==> src/lcdns_pkg.sv <==
package lcdns_pkg;

    localparam logic [2:0] OP_TICK = 3'd0;
    localparam logic [2:0] OP_INIT = 3'd1;
    localparam logic [2:0] OP_CMD  = 3'd2;
    localparam logic [2:0] OP_CHAR = 3'd3;
    localparam logic [2:0] OP_POS  = 3'd4;

    localparam logic [2:0] CFG_POWER_UP  = 3'd0;
    localparam logic [2:0] CFG_SETUP     = 3'd1;
    localparam logic [2:0] CFG_PULSE     = 3'd2;
    localparam logic [2:0] CFG_SETTLE    = 3'd3;
    localparam logic [2:0] CFG_CHAR_XTRA = 3'd4;

    localparam logic [15:0] POWER_UP_RST  = 16'd34000;
    localparam logic [7:0]  SETUP_RST     = 8'd1;
    localparam logic [7:0]  PULSE_RST     = 8'd5;
    localparam logic [15:0] SETTLE_RST    = 16'd5500;
    localparam logic [7:0]  CHAR_XTRA_RST = 8'd5;

    localparam logic [3:0] NIBBLE_WAKE  = 4'h3;
    localparam logic [3:0] NIBBLE_4BIT  = 4'h2;

    typedef struct packed {
        logic [15:0] power_up_wait_us;
        logic [7:0]  setup_wait_us;
        logic [7:0]  enable_pulse_us;
        logic [15:0] settle_wait_us;
        logic [7:0]  char_extra_wait_us;
    } lcdns_cfg_t;

    typedef struct packed {
        logic [3:0] data_nibble;
        logic       enable_pin;
        logic       register_select;
        logic       ready_res;
        logic       rejected;
    } lcdns_res_t;

    function automatic logic [7:0] row_base(input logic [1:0] row);
        logic [7:0] b;
        unique case (row)
            2'd0: b = 8'h80;
            2'd1: b = 8'hC0;
            2'd2: b = 8'h94;
            2'd3: b = 8'hD4;
            default: b = 8'h80;
        endcase
        return b;
    endfunction

    function automatic logic [7:0] init_cmd(input logic [1:0] idx);
        logic [7:0] c;
        unique case (idx)
            2'd0: c = 8'h28;
            2'd1: c = 8'h10;
            2'd2: c = 8'h01;
            2'd3: c = 8'h0F;
            default: c = 8'h28;
        endcase
        return c;
    endfunction

endpackage

==> src/char_lcd_nibble_write_sequencer_top.sv <==
// The result beat of an input beat is registered and appears in the cycle after the beat is accepted.
// Throughput: one input beat per cycle while m_ready is high; the result register frees as it is taken.
// Each input beat is one microsecond tick of the sequencer's wait counter.
// Reset (aresetn low, synchronous): sequencer idle with ready_res high, pins low,
// m_valid low, registers at defaults.
module char_lcd_nibble_write_sequencer_top import lcdns_pkg::*; #(
    parameter int INIT_WAKE_REPEATS = 4
) (
    input  logic        aclk,
    input  logic        aresetn,
    input  logic        cfg_we,
    input  logic [2:0]  cfg_index,
    input  logic [15:0] cfg_data,
    input  logic        s_valid,
    output logic        s_ready,
    input  logic [2:0]  s_opcode,
    input  logic [7:0]  s_byte_value,
    input  logic [1:0]  s_row,
    input  logic [4:0]  s_column,
    output logic        m_valid,
    input  logic        m_ready,
    output logic [3:0]  m_data_nibble,
    output logic        m_enable_pin,
    output logic        m_register_select,
    output logic        m_ready_res,
    output logic        m_rejected
);

    lcdns_cfg_t cfg_reg;
    lcdns_res_t res;
    logic       m_valid_reg;
    logic       accept;

    assign s_ready = !m_valid_reg || m_ready;
    assign accept  = s_valid && s_ready;

    always_ff @(posedge aclk) begin
        if (!aresetn) begin
            cfg_reg.power_up_wait_us   <= POWER_UP_RST;
            cfg_reg.setup_wait_us      <= SETUP_RST;
            cfg_reg.enable_pulse_us    <= PULSE_RST;
            cfg_reg.settle_wait_us     <= SETTLE_RST;
            cfg_reg.char_extra_wait_us <= CHAR_XTRA_RST;
        end else if (cfg_we) begin
            unique case (cfg_index)
                CFG_POWER_UP:  cfg_reg.power_up_wait_us   <= cfg_data;
                CFG_SETUP:     cfg_reg.setup_wait_us      <= cfg_data[7:0];
                CFG_PULSE:     cfg_reg.enable_pulse_us    <= cfg_data[7:0];
                CFG_SETTLE:    cfg_reg.settle_wait_us     <= cfg_data;
                CFG_CHAR_XTRA: cfg_reg.char_extra_wait_us <= cfg_data[7:0];
                default: ;
            endcase
        end
    end

    always_ff @(posedge aclk) begin
        if (!aresetn) begin
            m_valid_reg <= 1'b0;
        end else if (accept) begin
            m_valid_reg <= 1'b1;
        end else if (m_ready) begin
            m_valid_reg <= 1'b0;
        end
    end

    lcdns_core #(
        .INIT_WAKE_REPEATS(INIT_WAKE_REPEATS)
    ) u_core (
        .aclk       (aclk),
        .aresetn    (aresetn),
        .step       (accept),
        .opcode     (s_opcode),
        .byte_value (s_byte_value),
        .row        (s_row),
        .column     (s_column),
        .cfg        (cfg_reg),
        .res        (res)
    );

    assign m_valid           = m_valid_reg;
    assign m_data_nibble     = res.data_nibble;
    assign m_enable_pin      = res.enable_pin;
    assign m_register_select = res.register_select;
    assign m_ready_res       = res.ready_res;
    assign m_rejected        = res.rejected;

endmodule

==> src/lcdns_core.sv <==
module lcdns_core import lcdns_pkg::*; #(
    parameter int INIT_WAKE_REPEATS = 4
) (
    input  logic        aclk,
    input  logic        aresetn,
    input  logic        step,
    input  logic [2:0]  opcode,
    input  logic [7:0]  byte_value,
    input  logic [1:0]  row,
    input  logic [4:0]  column,
    input  lcdns_cfg_t  cfg,
    output lcdns_res_t  res
);

    localparam logic [3:0] PH_IDLE       = 4'd0;
    localparam logic [3:0] PH_POWER      = 4'd1;
    localparam logic [3:0] PH_SETUP_INIT = 4'd2;
    localparam logic [3:0] PH_PULSE_INIT = 4'd3;
    localparam logic [3:0] PH_SETUP_HI   = 4'd4;
    localparam logic [3:0] PH_PULSE_HI   = 4'd5;
    localparam logic [3:0] PH_SETUP_LO   = 4'd6;
    localparam logic [3:0] PH_PULSE_LO   = 4'd7;
    localparam logic [3:0] PH_CHAR_EXTRA = 4'd8;
    localparam logic [3:0] PH_SETTLE     = 4'd9;

    localparam logic [3:0] REPS = 4'(INIT_WAKE_REPEATS);

    logic [3:0]  phase_reg, phase_next;
    logic [15:0] wait_reg, wait_next;
    logic [7:0]  byte_reg, byte_next;
    logic [3:0]  step_reg, step_next;
    logic        chr_reg, chr_next;
    logic [3:0]  nib_reg, nib_next;
    logic        en_reg, en_next;
    logic        sel_reg, sel_next;
    logic        rej_reg, rej_next;

    always_comb begin
        logic       do_byte;
        logic [7:0] b_val;
        logic       b_chr;
        logic       do_init;
        logic [3:0] s;
        logic [3:0] cmd_off;

        do_byte    = 1'b0;
        b_val      = byte_value;
        b_chr      = 1'b0;
        do_init    = 1'b0;
        s          = step_reg;
        cmd_off    = 4'd0;
        phase_next = phase_reg;
        wait_next  = wait_reg;
        byte_next  = byte_reg;
        step_next  = step_reg;
        chr_next   = chr_reg;
        nib_next   = nib_reg;
        en_next    = en_reg;
        sel_next   = sel_reg;
        rej_next   = 1'b0;

        if (phase_reg == PH_IDLE) begin
            unique case (opcode)
                OP_INIT: begin
                    step_next  = 4'd0;
                    phase_next = PH_POWER;
                    wait_next  = cfg.power_up_wait_us;
                end
                OP_CMD: begin
                    do_byte = 1'b1;
                end
                OP_CHAR: begin
                    do_byte = 1'b1;
                    b_chr   = 1'b1;
                end
                OP_POS: begin
                    do_byte = 1'b1;
                    b_val   = row_base(row) + {3'd0, column};
                end
                default: ;
            endcase
        end else begin
            rej_next = (opcode == OP_INIT) || (opcode == OP_CMD) ||
                       (opcode == OP_CHAR) || (opcode == OP_POS);
            if (wait_reg != 16'd0) begin
                wait_next = wait_reg - 16'd1;
            end else begin
                unique case (phase_reg)
                    PH_POWER: begin
                        s       = 4'd1;
                        do_init = 1'b1;
                    end
                    PH_SETUP_INIT: begin
                        en_next    = 1'b1;
                        phase_next = PH_PULSE_INIT;
                        wait_next  = {8'd0, cfg.enable_pulse_us};
                    end
                    PH_SETUP_HI: begin
                        en_next    = 1'b1;
                        phase_next = PH_PULSE_HI;
                        wait_next  = {8'd0, cfg.enable_pulse_us};
                    end
                    PH_SETUP_LO: begin
                        en_next    = 1'b1;
                        phase_next = PH_PULSE_LO;
                        wait_next  = {8'd0, cfg.enable_pulse_us};
                    end
                    PH_PULSE_INIT: begin
                        en_next    = 1'b0;
                        phase_next = PH_SETTLE;
                        wait_next  = cfg.settle_wait_us;
                    end
                    PH_PULSE_HI: begin
                        en_next    = 1'b0;
                        nib_next   = byte_reg[3:0];
                        phase_next = PH_SETUP_LO;
                        wait_next  = {8'd0, cfg.setup_wait_us};
                    end
                    PH_PULSE_LO: begin
                        en_next = 1'b0;
                        if (chr_reg) begin
                            phase_next = PH_CHAR_EXTRA;
                            wait_next  = {8'd0, cfg.char_extra_wait_us};
                        end else begin
                            phase_next = PH_SETTLE;
                            wait_next  = cfg.settle_wait_us;
                        end
                    end
                    PH_CHAR_EXTRA: begin
                        phase_next = PH_SETTLE;
                        wait_next  = cfg.settle_wait_us;
                    end
                    PH_SETTLE: begin
                        if (step_reg == 4'd0) begin
                            phase_next = PH_IDLE;
                            wait_next  = 16'd0;
                        end else begin
                            s       = step_reg + 4'd1;
                            do_init = 1'b1;
                        end
                    end
                    default: begin
                        phase_next = PH_IDLE;
                        wait_next  = 16'd0;
                    end
                endcase
            end
        end

        if (do_init) begin
            step_next = s;
            cmd_off   = s - REPS - 4'd2;
            priority if (s >= 4'd1 && s <= REPS) begin
                sel_next   = 1'b0;
                nib_next   = NIBBLE_WAKE;
                en_next    = 1'b0;
                phase_next = PH_SETUP_INIT;
                wait_next  = {8'd0, cfg.setup_wait_us};
            end else if (s == REPS + 4'd1) begin
                sel_next   = 1'b0;
                nib_next   = NIBBLE_4BIT;
                en_next    = 1'b0;
                phase_next = PH_SETUP_INIT;
                wait_next  = {8'd0, cfg.setup_wait_us};
            end else if (s >= REPS + 4'd2 && s <= REPS + 4'd5) begin
                do_byte = 1'b1;
                b_val   = init_cmd(cmd_off[1:0]);
                b_chr   = 1'b0;
            end else begin
                step_next  = 4'd0;
                phase_next = PH_IDLE;
                wait_next  = 16'd0;
            end
        end

        if (do_byte) begin
            byte_next  = b_val;
            chr_next   = b_chr;
            sel_next   = b_chr;
            nib_next   = b_val[7:4];
            en_next    = 1'b0;
            phase_next = PH_SETUP_HI;
            wait_next  = {8'd0, cfg.setup_wait_us};
        end
    end

    always_ff @(posedge aclk) begin
        if (!aresetn) begin
            phase_reg <= PH_IDLE;
            wait_reg  <= 16'd0;
            byte_reg  <= 8'd0;
            step_reg  <= 4'd0;
            chr_reg   <= 1'b0;
            nib_reg   <= 4'd0;
            en_reg    <= 1'b0;
            sel_reg   <= 1'b0;
            rej_reg   <= 1'b0;
        end else if (step) begin
            phase_reg <= phase_next;
            wait_reg  <= wait_next;
            byte_reg  <= byte_next;
            step_reg  <= step_next;
            chr_reg   <= chr_next;
            nib_reg   <= nib_next;
            en_reg    <= en_next;
            sel_reg   <= sel_next;
            rej_reg   <= rej_next;
        end
    end

    assign res.data_nibble     = nib_reg;
    assign res.enable_pin      = en_reg;
    assign res.register_select = sel_reg;
    assign res.ready_res       = (phase_reg == PH_IDLE);
    assign res.rejected        = rej_reg;

    a_no_reject_when_idle: assert property (@(posedge aclk) disable iff (!aresetn)
        step && phase_reg == PH_IDLE |=> !rej_reg)
        else $error("request rejected while idle");

    a_enable_in_pulse: assert property (@(posedge aclk) disable iff (!aresetn)
        en_reg |-> (phase_reg == PH_PULSE_INIT || phase_reg == PH_PULSE_HI ||
                    phase_reg == PH_PULSE_LO))
        else $error("enable high outside a pulse phase");

    a_idle_no_init_step: assert property (@(posedge aclk) disable iff (!aresetn)
        phase_reg == PH_IDLE |-> step_reg == 4'd0)
        else $error("init step left set in idle");

endmodule

==> config.mk <==
export PLATFORM = sky130hd
export DESIGN_NAME = char_lcd_nibble_write_sequencer_top
export DESIGN_NICKNAME = d
export VERILOG_FILES = /design/src/lcdns_pkg.sv /design/src/char_lcd_nibble_write_sequencer_top.sv /design/src/lcdns_core.sv
export SDC_FILE = /design/constraint.sdc
export NUM_CORES = 1
export LEC_CHECK = 0
export BUFFER_PORTS_ARGS = -buffer_cell sky130_fd_sc_hd__buf_4
export CAP_MARGIN = 20
export CORE_MARGIN = 2
export CORE_UTILIZATION = 29
export CTS_BUF_LIST = sky130_fd_sc_hd__clkbuf_8
export CTS_CLUSTER_DIAMETER = 40
export DETAILED_ROUTE_END_ITERATION = 8
export GPL_TIMING_DRIVEN = 0
export HOLD_SLACK_MARGIN = 0.12
export SLEW_MARGIN = 10
export SYNTH_ARGS = -nofsm -noshare
export SYNTH_HDL_FRONTEND = slang
export SYNTH_HIERARCHICAL = 1
export SYNTH_SLANG_ARGS = --single-unit
==> constraint.sdc <==
create_clock -name aclk -period 11.5 [get_ports aclk]
set_clock_uncertainty 0.15 [all_clocks]
set_input_delay 1.725 -clock aclk [delete_from_list [all_inputs] [get_ports aclk]]
set_output_delay 1.725 -clock aclk [all_outputs]
set_load 0.02 [all_outputs]
======== After elaboration in Yosys (flattened, before gate mapping) ========
Index checks and enable logic that the tools add are counted.
Widths: inputs -> output; s select.
storage, ports and cells
  input bits .............................. 42
  word-level logic and storage cells ...... 158
  output and inout bits ................... 10
  bits in registers ....................... 93
cells by class
  equality and inequality tests ........... 24
  multiplexer cells ....................... 79
  reductions and logical operators ........ 31
  add/sub/neg operators ................... 5
  $lt $le $gt $ge ......................... 4
operators by type and width
  kind                   count
  $mux 16                10
  $mux 4                 25
  $pmux 16 s6            1
  $mux 8                 8
  $pmux 8 s4             2
  $pmux 4 s8             1
  $mux 1                 29
  $eq 4x3->1 const B     5
  $reduce_bool 16->1     1
  $sub 16x1->16 const B  1
  $eq 3x2->1 const B     4
  $reduce_and 2->1       6
  $reduce_or 3->1        3
  $add 8x5->8            1
  $eq 2x2->1 const B     4
  $eq 4x2->1 const B     2
  $eq 4x4->1 const B     2
  $logic_not 4->1        2
  $pmux 4 s2             1
  $reduce_bool 2->1      4
  $eq 3x1->1 const B     2
  $eq 3x3->1 const B     2
  $reduce_and 3->1       2
  $add 4x1->4 const B    1
  other kinds (16)       24

======== Depth between registers and ports, before layout ========
  word-level depth ........................ 14
  gate-level depth with buffers ........... 17

======== By module ========
Netlist, hierarchy kept.
by module, submodules not included
  module                               instances  seq. area each (µm²)  cells each  area an instance (µm²)
  lcdns_core                           1          720.7                 464         3384.5
  char_lcd_nibble_write_sequencer_top  1          1141.1                220         2249.7

======== Worst setup path after synthesis ========
OpenSTA, ideal clock, no wires.
  kind .................................... flip-flop to flip-flop
  start point ............................. reg u_core.wait_reg[0]
  end point ............................... reg u_core.nib_reg[0]
  path slack .............................. 7440 ps
  data arrival time ....................... 3804 ps
  path buffers ............................ 3
  cell stages (with the launch flop) ...... 18
  period minus slack after synthesis ...... 4060 ps
  required time ........................... 11244 ps
  cell sequence ........................... dfxtp_1 -> inv_1 -> ha_1 -> or4b_4 -> or4_4 -> buf_6 -> nor3_1 -> or2_2 -> clkbuf_1 -> inv_1 -> ha_1 -> a311oi_1 -> o211ai_1 -> mux2i_2 -> and2_1 -> buf_4 -> a211oi_1 -> o311ai_0
on the way
  longest elaborated chain between the ends .. 12
  elaborated cells between the ends (all ways) .. 33
  those cells by class .................... add/sub: 2; order compare: 4; eq/ne: 4; mux: 19; reduce/logical: 4
ends and longest elaborated chain
  element                             RTL line           source
  from (decl)                         lcdns_core.sv:29   logic [15:0] wait_reg, wait_next;
  from (signal assigned)              lcdns_core.sv:200  wait_reg <= wait_next;
  $reduce_bool 16->1 *                lcdns_core.sv:85   if (wait_reg != 16'd0) begin
  $mux 4                              lcdns_core.sv:85
  $mux 4                              lcdns_core.sv:62   if (phase_reg == PH_IDLE) begin
  $sub 2x1->2                         lcdns_core.sv:152  cmd_off = s - REPS - 4'd2;
  $sub 2x2->2                         lcdns_core.sv:152
  $eq 2x2->1 (tied with other cells)  lcdns_pkg.sv:54    unique case (idx)
  $pmux 8 s4                          lcdns_pkg.sv:54
  $mux 8                              lcdns_core.sv:165  end else if (s >= REPS + 4'd2 && s <= REPS + 4'd5) begin
  $mux 8                              lcdns_core.sv:159  end else if (s == REPS + 4'd1) begin
  $mux 8                              lcdns_core.sv:153  priority if (s >= 4'd1 && s <= REPS) begin
  $mux 8                              lcdns_core.sv:150  if (do_init) begin
  $mux 4 *                            lcdns_core.sv:176  if (do_byte) begin
  to (signal assigned)                lcdns_core.sv:204  nib_reg <= nib_next;
  to (decl)                           lcdns_core.sv:33   logic [3:0] nib_reg, nib_next;
Mark *: on every way between the ends. The rest lies on a longest branch, timed or not. The select of a mux whose other input is x is not followed.
A chain may end at the register's enable or synchronous reset.

======== Final worst setup path ========
  start point ............................. reg u_core.wait_reg[0]
  end point ............................... reg u_core.wait_reg[2]
on the way
  longest elaborated chain between the ends .. 10
  elaborated cells between the ends (all ways) .. 24
  those cells by class .................... add/sub: 1; order compare: 4; eq/ne: 1; mux: 15; reduce/logical: 3
ends and longest elaborated chain
  element                                          RTL line
  $reduce_bool 16->1                               lcdns_core.sv:85
  $mux 4                                           lcdns_core.sv:85
  $mux 4                                           lcdns_core.sv:62
  $ge 4x3->1 / $le 4x4->1 (equally long branches)  lcdns_core.sv:165
  $logic_and 1x1->1                                lcdns_core.sv:165
  $mux 16 / $mux 1 (equally long branches)         lcdns_core.sv:165
  $mux 16 / $mux 1 (equally long branches)         lcdns_core.sv:159
  $mux 16 / $mux 1 (equally long branches)         lcdns_core.sv:153
  $mux 16 / $mux 1 (equally long branches)         lcdns_core.sv:150
  $mux 16 *                                        lcdns_core.sv:176
Mark *: on every way between the ends. The rest lies on a longest branch, timed or not.

==> metrics.yaml <==
cts_sinks: 93
ys_seq_elements: 93
tns_ps: 0
die_area_sq_mm: 0.0206
ys_types: 76
initial_core_util_pct: 29.8
ant_nets: 0
wl_met1_um: 8470
synth-compound-area-share_pct: 20.7
power_frac_clock_pct: 27.2
coreArea_sq_mm: 0.0189
min-delay-start: "cfg_reg[1]$_SDFFE_PN0P_"
cp_slowest_stage_delay_ps: 720
io_buffers: 51
nFillCells: 2048
netSwitchingPower_mw: 0.288
cpLargestDelayFamily: "simple AND/OR/NAND/NOR gates"
required_ps: 11670
grt_pass1_vias: 5083
total_leakage_power_nw: 2.46
dr_wl_met2_um: 7610
die_height_um: 143
cp.depth: 14
wl_um: 17500
power.total_mw: 0.789
crit_chain: "inv_1 > ha_1 > or4b_4 > nor4_2 > nand3_1 > o21ai_0 > inv_1 > ha_1 > a311oi_1 > o211ai_1 > mux2i_2 > a211oi_4 > nor2_2 > a221o_1"
drc: 0
crit_slowest_cell: "nor4_2"
layout_commonest_cell: "nand2_1"
io-pin-count: 52
layout_common_cells: "nand2_1, dfxtp_1, mux2i_1"
async_flop_share_pct: 0
vias: 5412
cts_tree: "built"
num_rows: 50
cellPowerDensity_mw_per_mm2: 121
max_freq_mhz: 193
synth_top_family_by_area: "simple AND/OR/NAND/NOR gates"
grt_max_degree: 17
min_period_ps: 5190
setup_violations: 0
vdd_drop_max_v: 0.0000757
path_buf_inv: 2
comb_power_share_pct: 29.5
die_x_um: 143
cp-startpoint: "u_core/wait_reg[0]$_SDFFE_PN0P_"
largest_reg_flops: 56
synth_area_sq_mm: 0.00563
postSynthAreaPerCell_sq_um: 8.24
fin_crit_sh_pct: 45.2
yosysWarnings: 6
cp-endpoint: "u_core/wait_reg[2]$_SDFFE_PN0P_"
drive_gt1_share_pct: 14.2
synthMuxAreaShare_pct: 13.9
clock-root-buffer: "clkbuf_8"
ys.flop_type: "dfxtp_1"
r2r_setup_slack_ps: 6310
cap_violations: 0
grt_use_total_pct: 17.1
globalplace.congestion: 0.895
synth_nets: 738
slew_headroom_pct: 31.7
synthCells: 684
layout_setup_ws_ps: 6310
cp-end-kind: "flop"
wl_per_cell_um: 17.3
grt_setup_unrepaired: "no"
dp_hpwl_um: 12800
vias_per_cell: 5.35
worstPathArrival_ps: 5370
yosys.area_share.simple_pct: 23.5
n_antenna_cell: 0
multi_input_area_sq_mm: 0.00347
regToRegStartpoint: "u_core/wait_reg[0]$_SDFFE_PN0P_"
area_growth_pct: 16.0
cts_buffers: 9
ctsHtreeMaxLevel: 3
placed_area_sq_mm: 0.00635
clkTransAtPathRegs_ps: 100
clockBufferDepth: 2
topRoutingLayerUsed: "met4"
cp-start-kind: "flop"
swShare_pct: 36.5
worstSkewPairLatency_ps: 390
cts.repair.resized: 0
yosys.area_share.adder_pct: 2.66
final_max_slew_viol_count: 0
nets: 801
final_area_sq_mm: 0.00654
ctsHoldBuffers: 0
ys_seq_area_share_pct: 33.0
r2r-end: "u_core/wait_reg[2]$_SDFFE_PN0P_"
regArea_sq_mm: 0.00186
cp_max_fo: 8
overflow: 0
hold_path.class: "flop to flop"
outcome: "complete, no violations"
drt-initial-drc-count: 459
cts_setup_buffers: 0
p_seq_share_pct: 43.3
grt_pass1_wl_um: 27700
synth_edf_count: 0
crit_type: "flop to flop"
drt_pass1_iterations: 6
grt_antenna_before_repair: 0
hold_viol: 0
r2r_cells: 14
tightestPinTransition_ps: 1010
intPower_mw: 0.502
dr_wl_met3_um: 1100
dp_slack_ps: 6440
synth_xor_area_share_pct: 0.622
[synthesized netlist by cell type (all sizes together) (6+ instances only)]
| cell | count | share of area (%) |
|---|---|---|
| a211oi | 14 | 2.1 |
| a21oi | 40 | 3.6 |
| a221o | 8 | 1.4 |
| a222oi | 8 | 1.4 |
| a22oi | 7 | 0.93 |
| a31oi | 12 | 1.3 |
| and2 | 10 | 1.1 |
| buf | 21 | 2.3 |
| clkbuf | 34 | 2.3 |
| dfxtp | 93 | 33 |
| ha | 12 | 2.7 |
| inv | 12 | 0.80 |
| mux2 | 6 | 1.2 |
| mux2i | 71 | 13 |
| nand2 | 102 | 6.9 |
| nand2b | 6 | 0.67 |
| nand3 | 11 | 0.98 |
| nor2 | 38 | 2.6 |
| nor2b | 30 | 3.3 |
| nor3 | 17 | 1.5 |
| nor4 | 6 | 0.78 |
| o21ai | 35 | 3.1 |
| o31ai | 6 | 0.80 |
[layer usage]
metal / global-route usage [%] / vias to the layer above
met4: 5.42 / 0
met3: 2.97 / 29
met5: 0 / -
li1: - / 2628
met2: 26.9 / 198
met1: 23.9 / 2557
[power groups by stage]
stage          combinational, mW  clock, mW  sequential, mW
5_1_grt                    0.252      0.231           0.343
3_5_place_dp               0.227          0           0.349
2_1_floorplan              0.153          0           0.347
3_3_place_gp               0.227          0           0.349
4_1_cts                    0.229      0.222           0.341
6_report                   0.233      0.215           0.342
[cell families after synthesis]
group                      after synthesis
muxes                                   77
buffers and inverters                   69
AOI/OAI and AO/OA                      171
xor gates and xnor gates                 4
and+or+nand+nor                        258
DFF                                     93
adders and majority gates               12
[worst min-delay path: stages, from the launching register on]
cell and delay [ps]:
dfxtp_1 320, nand2_1 50, mux2i_1 50
[final cells by class]
cell class,instances,share of cell area [%]
clock buffer,10,2.11
buffer,55,3.96
inverter,14,0.804
sequential,93,28.5
tap,260,4.98
multi-input combinational,522,53.0
clock inverter,6,0.708
timing repair buffer,52,5.93
[per-stage QoR]
stage / util, % / hold WS (ps) / std cells
2_1_floorplan: - / 284 / 684
3_3_place_gp: 33.6 / 296 / 995
3_5_place_dp: 33.6 / 303 / 995
4_1_cts: 34.6 / 318 / 1011
5_1_grt: 34.6 / 337 / 1012
6_report: 34.6 / 316 / 1012
[how the worst min path moves through the flow]
| stage | endpoint | slack (ps) | cells after the start |
|---|---|---|---|
| CTS | cfg_reg[1]$_SDFFE_PN0P_ | 320 | 2 |
| global placement | cfg_reg[17]$_SDFFE_PN0P_ | 300 | 2 |
| floorplan | cfg_reg[48]$_SDFFE_PN0P_ | 280 | 2 |
| finish | cfg_reg[1]$_SDFFE_PN0P_ | 320 | 2 |
| global route | cfg_reg[1]$_SDFFE_PN0P_ | 340 | 2 |
| detailed placement | cfg_reg[5]$_SDFFE_PN0P_ | 300 | 2 |
Power figures use the tool's default switching activity.
